[src/sv/crt_pkg.sv]
// ----------------------------------------------------------------------------
// crt_pkg: shared types and constants for the congruence solver
// Item structs, status codes and the front-to-back job record.
// ----------------------------------------------------------------------------
package crt_pkg;

  localparam int MAX_PAIRS    = 4;
  localparam int MODULUS_BITS = 16;
  localparam int IDX_W        = (MAX_PAIRS > 1) ? $clog2(MAX_PAIRS) : 1;
  localparam int CNT_W        = $clog2(MAX_PAIRS + 1);
  localparam int QDEPTH       = 2;

  localparam logic [1:0] ST_OK       = 2'd0;
  localparam logic [1:0] ST_NOCOPR   = 2'd1;
  localparam logic [1:0] ST_ZERO_MOD = 2'd2;
  localparam logic [1:0] ST_TOO_MANY = 2'd3;

  typedef struct packed {
    logic [15:0] remainder;
    logic [15:0] modulus;
    logic        last_pair;
  } crt_in_t;

  typedef struct packed {
    logic [63:0] solution;
    logic [1:0]  status;
  } crt_out_t;

  typedef struct packed {
    logic [MAX_PAIRS-1:0][15:0] rems;
    logic [MAX_PAIRS-1:0][15:0] mods;
    logic [CNT_W-1:0]           count;
    logic [1:0]                 status;
  } crt_job_t;

endpackage

[src/sv/crt_congruence_solver.sv]
// ----------------------------------------------------------------------------
// crt_congruence_solver: Chinese remainder theorem solver
// Collects up to four congruence pairs and solves the system on the last one.
// ----------------------------------------------------------------------------
// A pair is transferred when start is high and busy low. On a pair marked
// last_pair the closed system goes to a two-entry queue and the back engine
// solves it: first the product of the moduli, then per pair 64-bit serial
// division, extended Euclid steps and shift-add multiply, all on one shared
// bit-serial divider and shift-add multiplier. The result appears for one
// cycle with done high and cannot be held off; busy is high while the queue
// is full and for the cycle after a last pair.
module crt_congruence_solver (
  input  logic              clk,
  input  logic              rst,
  input  logic              start,
  output logic              busy,
  input  crt_pkg::crt_in_t  item,
  output logic              done,
  output crt_pkg::crt_out_t result
);
  import crt_pkg::*;

  logic take, fv, q_ne, q_full, pop;
  crt_job_t fjob, qhead;

  assign take = start && !busy;
  assign busy = q_full || fv;

  crt_front u_front (.clk, .rst, .take, .item, .job_valid(fv), .job(fjob));
  crt_queue u_queue (.clk, .rst, .push(fv), .push_data(fjob), .pop,
                     .not_empty(q_ne), .full(q_full), .head(qhead));
  crt_back  u_back  (.clk, .rst, .job_valid(q_ne), .job(qhead), .job_pop(pop),
                     .res_valid(done), .res(result));

  a_no_overfill: assert property (@(posedge clk) disable iff (rst)
    q_full |-> !fv) else $error("queue overfilled");
  a_pop_nonempty: assert property (@(posedge clk) disable iff (rst)
    pop |-> q_ne) else $error("pop from empty queue");
  a_err_zero: assert property (@(posedge clk) disable iff (rst)
    done && result.status != ST_OK |-> result.solution == 64'd0)
    else $error("error result carries a solution");
endmodule

[src/sv/crt_front.sv]
// ----------------------------------------------------------------------------
// crt_front: pair collection
// Stores pairs, flags overflow and zero moduli, issues a job on the last pair.
// ----------------------------------------------------------------------------
module crt_front (
  input  logic              clk,
  input  logic              rst,
  input  logic              take,
  input  crt_pkg::crt_in_t  item,
  output logic              job_valid,
  output crt_pkg::crt_job_t job
);
  import crt_pkg::*;

  logic [MAX_PAIRS-1:0][15:0] rems, mods;
  logic [CNT_W-1:0] pair_count;
  logic overflow_flag;
  logic [MAX_PAIRS-1:0][15:0] rems_next, mods_next;
  logic [CNT_W-1:0] count_next;
  logic ovf_next;
  logic [15:0] rem_m, mod_m;
  logic zero_any;

  assign rem_m = item.remainder & 16'((32'd1 << MODULUS_BITS) - 1);
  assign mod_m = item.modulus & 16'((32'd1 << MODULUS_BITS) - 1);

  always_comb begin
    rems_next  = rems;
    mods_next  = mods;
    count_next = pair_count;
    ovf_next   = overflow_flag;
    if (pair_count < CNT_W'(MAX_PAIRS)) begin
      rems_next[pair_count[IDX_W-1:0]] = rem_m;
      mods_next[pair_count[IDX_W-1:0]] = mod_m;
      count_next = pair_count + 1'b1;
    end else begin
      ovf_next = 1'b1;
    end
    zero_any = 1'b0;
    for (int i = 0; i < MAX_PAIRS; i++)
      if (CNT_W'(i) < count_next && mods_next[i] == 16'd0) zero_any = 1'b1;
  end

  always_ff @(posedge clk) begin
    if (take) begin
      rems <= rems_next;
      mods <= mods_next;
      job.rems  <= rems_next;
      job.mods  <= mods_next;
      job.count <= count_next;
      job.status <= ovf_next ? ST_TOO_MANY : (zero_any ? ST_ZERO_MOD : ST_OK);
    end
  end

  always_ff @(posedge clk) begin
    if (rst) begin
      pair_count    <= '0;
      overflow_flag <= 1'b0;
      job_valid     <= 1'b0;
    end else begin
      job_valid <= take && item.last_pair;
      if (take) begin
        if (item.last_pair) begin
          pair_count    <= '0;
          overflow_flag <= 1'b0;
        end else begin
          pair_count    <= count_next;
          overflow_flag <= ovf_next;
        end
      end
    end
  end
endmodule

[src/sv/crt_queue.sv]
// ----------------------------------------------------------------------------
// crt_queue: job queue
// Small FIFO of closed systems between collection and solving.
// ----------------------------------------------------------------------------
module crt_queue (
  input  logic              clk,
  input  logic              rst,
  input  logic              push,
  input  crt_pkg::crt_job_t push_data,
  input  logic              pop,
  output logic              not_empty,
  output logic              full,
  output crt_pkg::crt_job_t head
);
  import crt_pkg::*;

  crt_job_t mem [QDEPTH];
  logic [0:0] wp, rp;
  logic [1:0] fill;

  assign not_empty = fill != 2'd0;
  assign full      = fill == 2'(QDEPTH);
  assign head      = mem[rp];

  always_ff @(posedge clk) begin
    if (push) mem[wp] <= push_data;
  end

  always_ff @(posedge clk) begin
    if (rst) begin
      wp <= '0;
      rp <= '0;
      fill <= '0;
    end else begin
      if (push) wp <= wp + 1'b1;
      if (pop)  rp <= rp + 1'b1;
      fill <= fill + {1'b0, push} - {1'b0, pop};
    end
  end
endmodule

[src/sv/crt_back.sv]
// ----------------------------------------------------------------------------
// crt_back: CRT engine
// Product, per-pair division, extended Euclid and modular multiply, all bit
// serial on one shared divider and a shift-add multiplier.
// ----------------------------------------------------------------------------
module crt_back (
  input  logic              clk,
  input  logic              rst,
  input  logic              job_valid,
  input  crt_pkg::crt_job_t job,
  output logic              job_pop,
  output logic              res_valid,
  output crt_pkg::crt_out_t res
);
  import crt_pkg::*;

  typedef enum logic [10:0] {
    S_IDLE = 11'b00000000001, S_PROD = 11'b00000000010, S_MUL  = 11'b00000000100,
    S_MI   = 11'b00000001000, S_DIV  = 11'b00000010000, S_EUC  = 11'b00000100000,
    S_EUCD = 11'b00001000000, S_COEF = 11'b00010000000, S_CMUL = 11'b00100000000,
    S_TERM = 11'b01000000000, S_DONE = 11'b10000000000
  } state_t;

  typedef enum logic [2:0] {
    D_MI = 3'b001, D_AMOD = 3'b010, D_EUC = 3'b100
  } dsel_t;

  typedef enum logic [2:0] {
    M_PROD = 3'b001, M_COEF = 3'b010, M_TERM = 3'b100
  } msel_t;

  state_t state;
  dsel_t  dsel;
  msel_t  msel;
  crt_job_t jb;
  logic [IDX_W:0] idx;
  logic [63:0] prod, sum, mi;
  logic tmp;
  logic [15:0] m;
  // divider
  logic [63:0] dq, dr, dd;
  logic [6:0]  dcnt;
  logic [64:0] dtrial;
  // multiplier
  logic [63:0] ma, macc;
  logic [63:0] mb;
  logic [6:0]  mcnt;
  // euclid
  logic [16:0] r0, r1;
  logic signed [17:0] s0, s1;
  logic [15:0] inv;
  logic [63:0] term, gap;
  logic signed [18:0] sv;

  assign dtrial = {1'b0, dr[62:0], dq[63]} - {1'b0, dd};
  assign gap = prod - term;
  // final Bezout coefficient lies within +/- m
  assign sv = (s0 < 0) ? 19'(s0) + $signed({3'b000, m}) : 19'(s0);

  always_ff @(posedge clk) begin
    if (rst) begin
      state     <= S_IDLE;
      job_pop   <= 1'b0;
      res_valid <= 1'b0;
    end else begin
      job_pop   <= 1'b0;
      res_valid <= 1'b0;
      case (state)
        S_IDLE: begin
          if (job_valid && !job_pop) begin
            jb <= job;
            job_pop <= 1'b1;
            prod <= 64'd1;
            sum <= 64'd0;
            idx <= '0;
            state <= (job.status == ST_OK) ? S_PROD : S_DONE;
          end
        end
        S_PROD: begin
          if (idx == jb.count) begin
            idx <= '0;
            state <= S_MI;
          end else begin
            ma <= prod;
            mb <= {48'd0, jb.mods[idx[IDX_W-1:0]]};
            macc <= '0;
            mcnt <= 7'd0;
            msel <= M_PROD;
            state <= S_MUL;
          end
        end
        S_MUL: begin
          if (mcnt == 7'd64) begin
            case (msel)
              M_PROD: begin
                prod <= macc;
                idx <= idx + 1'b1;
                state <= S_PROD;
              end
              M_COEF: begin
                dq <= macc;
                dr <= '0;
                dd <= {48'd0, m};
                dcnt <= 7'd0;
                dsel <= D_MI;
                tmp <= 1'b1;
                state <= S_DIV;
              end
              M_TERM: begin
                term <= macc;
                state <= S_TERM;
              end
              default: state <= S_IDLE;
            endcase
          end else begin
            if (mb[0]) macc <= macc + ma;
            ma <= ma << 1;
            mb <= mb >> 1;
            mcnt <= mcnt + 1'b1;
          end
        end
        S_MI: begin
          if (idx == jb.count) begin
            state <= S_DONE;
          end else begin
            m <= jb.mods[idx[IDX_W-1:0]];
            dq <= prod;
            dr <= '0;
            dd <= {48'd0, jb.mods[idx[IDX_W-1:0]]};
            dcnt <= 7'd0;
            dsel <= D_MI;
            tmp <= 1'b0;
            state <= S_DIV;
          end
        end
        S_DIV: begin
          if (dcnt == 7'd64) begin
            case (dsel)
              D_MI: begin
                if (tmp) begin
                  ma <= mi;
                  mb <= {48'd0, dr[15:0]};
                  macc <= '0;
                  mcnt <= 7'd0;
                  msel <= M_TERM;
                  state <= S_MUL;
                end else begin
                  mi <= dq;
                  dq <= dq;
                  dd <= {48'd0, m};
                  dr <= '0;
                  dcnt <= 7'd0;
                  dsel <= D_AMOD;
                  state <= S_DIV;
                end
              end
              D_AMOD: begin
                r0 <= {1'b0, dr[15:0]};
                r1 <= {1'b0, m};
                s0 <= 18'sd1;
                s1 <= 18'sd0;
                state <= S_EUC;
              end
              D_EUC: begin
                r0 <= r1;
                r1 <= dr[16:0];
                s0 <= s1;
                s1 <= s0 - $signed(dq[17:0]) * s1;
                state <= S_EUC;
              end
              default: state <= S_IDLE;
            endcase
          end else begin
            if (!dtrial[64]) begin
              dr <= dtrial[63:0];
              dq <= {dq[62:0], 1'b1};
            end else begin
              dr <= {dr[62:0], dq[63]};
              dq <= {dq[62:0], 1'b0};
            end
            dcnt <= dcnt + 1'b1;
          end
        end
        S_EUC: begin
          if (r1 == 17'd0) begin
            state <= S_EUCD;
          end else begin
            dq <= {47'd0, r0};
            dr <= '0;
            dd <= {47'd0, r1};
            dcnt <= 7'd0;
            dsel <= D_EUC;
            state <= S_DIV;
          end
        end
        S_EUCD: begin
          if (r0 != 17'd1) begin
            jb.status <= ST_NOCOPR;
            state <= S_DONE;
          end else begin
            inv <= (sv >= $signed({3'b000, m})) ? 16'(sv - $signed({3'b000, m}))
                                                : sv[15:0];
            state <= S_COEF;
          end
        end
        S_COEF: begin
          ma <= {48'd0, jb.rems[idx[IDX_W-1:0]]};
          mb <= {48'd0, inv};
          macc <= '0;
          mcnt <= 7'd0;
          msel <= M_COEF;
          state <= S_MUL;
        end
        S_TERM: begin
          if (sum >= gap) sum <= sum - gap;
          else sum <= sum + term;
          idx <= idx + 1'b1;
          state <= S_MI;
        end
        S_DONE: begin
          res_valid <= 1'b1;
          res.status <= jb.status;
          res.solution <= (jb.status == ST_OK) ? sum : 64'd0;
          state <= S_IDLE;
        end
        default: state <= S_IDLE;
      endcase
    end
  end
endmodule

[config.mk]
export PLATFORM = sky130hd
export DESIGN_NAME = crt_congruence_solver
export DESIGN_NICKNAME = d
export VERILOG_FILES = /design/src/sv/crt_pkg.sv /design/src/sv/crt_congruence_solver.sv /design/src/sv/crt_front.sv /design/src/sv/crt_queue.sv /design/src/sv/crt_back.sv
export SDC_FILE = /design/constraint.sdc
export NUM_CORES = 2
export LEC_CHECK = 0
export ABC_AREA = 1
export BUFFER_PORTS_ARGS = -buffer_cell sky130_fd_sc_hd__buf_2
export CORE_MARGIN = 2
export CORE_UTILIZATION = 30
export DETAILED_ROUTE_END_ITERATION = 10
export PLACE_DENSITY_LB_ADDON = 0.15
export SLEW_MARGIN = 20
export SYNTH_ARGS = -nofsm -noshare
export SYNTH_HDL_FRONTEND = slang
export SYNTH_SLANG_ARGS = --single-unit
[constraint.sdc]
create_clock -name clk -period 15 [get_ports clk]
set_input_delay 0.75 -clock clk [delete_from_list [all_inputs] [get_ports clk]]
set_output_delay 0.75 -clock clk [all_outputs]
set_load 0.01 [all_outputs]
==> flow_summary.json <==
{
  "num_rows": 188,
  "slowest_delay_ns": 0.75,
  "coreArea_um2": 262000,
  "clockRootBuffer": "clkbuf_16",
  "multi_input_area_um2": 34500,
  "die-area_um2": 267000,
  "clk_path_buf_depth": 3,
  "cts_setup_buffers": 0,
  "crit_start": "u_back.s1[5]",
  "yosys.area.top_type": "edfxtp_1",
  "drt-pass1-iter-count": 6,
  "p_total_mw": 12.7,
  "gp_congestion": 1.01,
  "fin_tns_setup_ns": 0,
  "post_cts_resized": 0,
  "timing.final.crit_share": 0.425,
  "cts_sinks": 1290,
  "critPathSlowestCell": "edfxtp_1",
  "area_growth_pct": 12.3,
  "crit_required_ns": 15.60,
  "crit_buf_inv": 5,
  "portBuffers": 103,
  "grt_overflow": 0,
  "worstSetupPathType": "flip-flop to flip-flop",
  "syn_nets": 9450,
  "dp.cells": 12400,
  "status": "completed",
  "path_max_fanout": 14,
  "cp_cell_sequence": "nand2_1, fa_1, fa_1, fa_1, inv_1, fa_1, inv_1, fa_1, fa_1, inv_1, fa_1, inv_1, ha_1, inv_1, nor3_1, nand4_1, nor4_1, a21oi_1, a21oi_1, nor2_1",
  "cts-hold-fix-buffers": 0,
  "register_area_um2": 38500,
  "yosysSeqAreaShare": 0.488,
  "fin_skew_ns": 0.0748,
  "whs_ns": 0.126,
  "ir_drop_v": 0.000118,
  "p_per_area_nw_per_um2": 144,
  "holdCritStartpoint": "item[21]",
  "tightestPinTransition_ns": 1.08,
  "crit_path_frequent_cell": "fa_1",
  "rsz0062_at_grt": "no",
  "reg2reg_from": "u_back.s1[5]",
  "numCtsBuffers": 155,
  "synth_ff_type": "edfxtp_1",
  "dpl.hpwl_mm": 223,
  "cp_data_arrival_time_ns": 6.97,
  "insertion_delay_ns": 0.85,
  "antenna_found_initial": 6,
  "dr.max_layer_used": "met5",
  "io_pins": 104,
  "drt_iter0_markers": 5503,
  "clkTransAtPathRegs_ns": 0.06,
  "wl_met1_mm": 125,
  "async_flop_share": 0,
  "synth_cells": 8907,
  "min_path_type": "input pin to flip-flop",
  "final_cells": 12700,
  "ys_ff_latch": 1290,
  "hold_violations": 0,
  "drc_errors": 0,
  "viasPerCell": 4.93,
  "grt_first_pass_wirelength_mm": 415,
  "synthTopCellsByArea": "edfxtp_1 48%, nand2_1 9.0%, inv_1 6.3%, ha_1 6.0%, nor2_1 5.3%",
  "end_kind": "flip-flop",
  "die_h_um": 517,
  "stdcell_area_um2": 88600,
  "synth.distinct_cells": 64,
  "grt_pass1_vias": 61300,
  "power_leakage_nw": 35.2,
  "num_vias": 62500,
  "avgSynthCellArea_um2": 8.86,
  "dr_wl_met2_mm": 135,
  "slew_headroom": 0.278,
  "route.met3.wl_mm": 16.5,
  "drive_gt1_frac": 0.0671,
  "maxSlewViolCount": 0,
  "postPlaceCellArea_um2": 83600,
  "start_util": 0.301,
  "synth_edf_count": 1268,
  "wire_per_inst_um": 22.5,
  "grt_usage": 0.210,
  "netlist_area_um2": 78900,
  "path_delay_family": "adder cells",
  "ant_nets": 0,
  "nFillCells": 27400,
  "cts_tree": "done",
  "maxCapViolCount": 0,
  "die_w_um": 517,
  "cts_max_level": 4,
  "final_nets": 9570,
  "fmax_mhz": 157,
  "fin_crit_ns": 6.38,
  "synth_top_area_frac": 0.482,
  "crit_path_start_kind": "flip-flop",
  "setup_viol": 0,
  "grt_max_degree": 77,
  "wirelength_mm": 285,
  "ys_warn_count": 0
}
sequential cells by signal, indices dropped and copies added, names as in the netlist, 7 cells and up, named ones only:
signal        cells
u_back.dcnt       7
u_back.dd        17
u_back.dq        64
u_back.dr        63
u_back.inv       16
u_back.jb       133
u_back.m         16
u_back.ma        64
u_back.macc      64
u_back.mb        16
u_back.mcnt       7
u_back.mi        64
u_back.prod      64
u_back.r0        17
u_back.r1        17
u_back.res       66
u_back.s0        18
u_back.s1        18
u_back.state     10
u_back.sum       64
u_back.term      64
u_front.job     133
u_queue.mem     266
synth_stat cells, types with 56 or more instances:
| master | instances |
|---|---|
| o211ai_1 | 71 |
| nor3_1 | 90 |
| ha_1 | 378 |
| nand3_1 | 314 |
| nand2_1 | 1893 |
| o21ai_0 | 540 |
| xor2_1 | 111 |
| a22oi_1 | 81 |
| fa_1 | 129 |
| nor2_1 | 1120 |
| inv_1 | 1334 |
| nand4_1 | 86 |
| a21oi_1 | 587 |
| mux2_2 | 131 |
| xnor2_1 | 89 |
| edfxtp_1 | 1268 |
| buf_2 | 56 |
| clkbuf_1 | 123 |
kinds of logic (layout without fill, tap and decap cells):
kind of cell,count (synthesis),in the layout,synth area share
compound gates,1566,1566,0.112
flops,1290,1290,0.488
xor+xnor,200,200,0.0222
mux,133,133,0.0189
fa+ha+maj,507,507,0.0926
simple gates,3653,3653,0.189
other cells,0,1,0
buf+inv,1558,1806,0.0763
cells in the final DEF (no fill, tap or decap), types with 22 or more instances in the layout:
cell,Yosys,final
clkbuf_1,123,39
a22oi_1,81,81
edfxtp_1,1268,1268
a31oi_1,28,28
o22ai_1,36,36
nand3b_1,26,26
a21o_1,34,34
nand3_1,314,313
buf_4,7,65
ha_1,378,378
nand4_1,86,86
fa_1,129,129
xnor2_1,89,89
mux2_2,131,131
clkinv_2,0,24
o211ai_1,71,71
xor2_1,111,111
nand2_1,1893,1893
clkinv_1,5,32
a21oi_1,587,584
buf_2,56,103
nor4_1,43,41
clkbuf_16,0,155
o21bai_1,49,49
nor3_1,90,85
inv_1,1334,1331
o21ai_0,540,539
o21ai_1,21,22
o2111ai_1,22,22
o21a_1,34,33
nor2_1,1120,1114
metal layers:
layer | GRT usage | vias up
met5 | 0.00324 | -
met4 | 0.0571 | 2
met3 | 0.0373 | 311
met2 | 0.352 | 1742
met1 | 0.276 | 30300
li1 | - | 30200
metrics by stage:
step | setup slack [ns] | util
final | 8.62 | 0.338
after CTS | 8.57 | 0.338
after detailed placement | 8.56 | 0.319
after global routing | 8.30 | 0.338
after global placement | 8.50 | 0.319
after floorplan | 4.18 | -
power by group:
group	switching, mW	total [mW]	internal (mW)
clock	1.67	3.76	2.09
sequential	0.267	4.67	4.40
combinational	3.11	4.31	1.20
area by class of cell:
cell class,instances,share of cell area
timing repair buffer,169,0.0115
sequential,1290,0.435
antenna,1,0.0000282
tap,3515,0.0496
inverter,1352,0.0574
clock buffer,197,0.0459
clock inverter,88,0.0112
multi-input combinational,6059,0.390
path summary, 6_finish.rpt:
path	endpoint	slack, ns	cells past startpoint
worst max-delay path	u_back.s1[17]	8.62	20
worst min-delay path	u_front.job[89]	0.13	1
worst max register to register	u_back.s1[17]	8.62	20
worst min register to register	u_queue.mem[1][113]	0.42	0
Note: power is estimated with default switching activity, not from simulation.
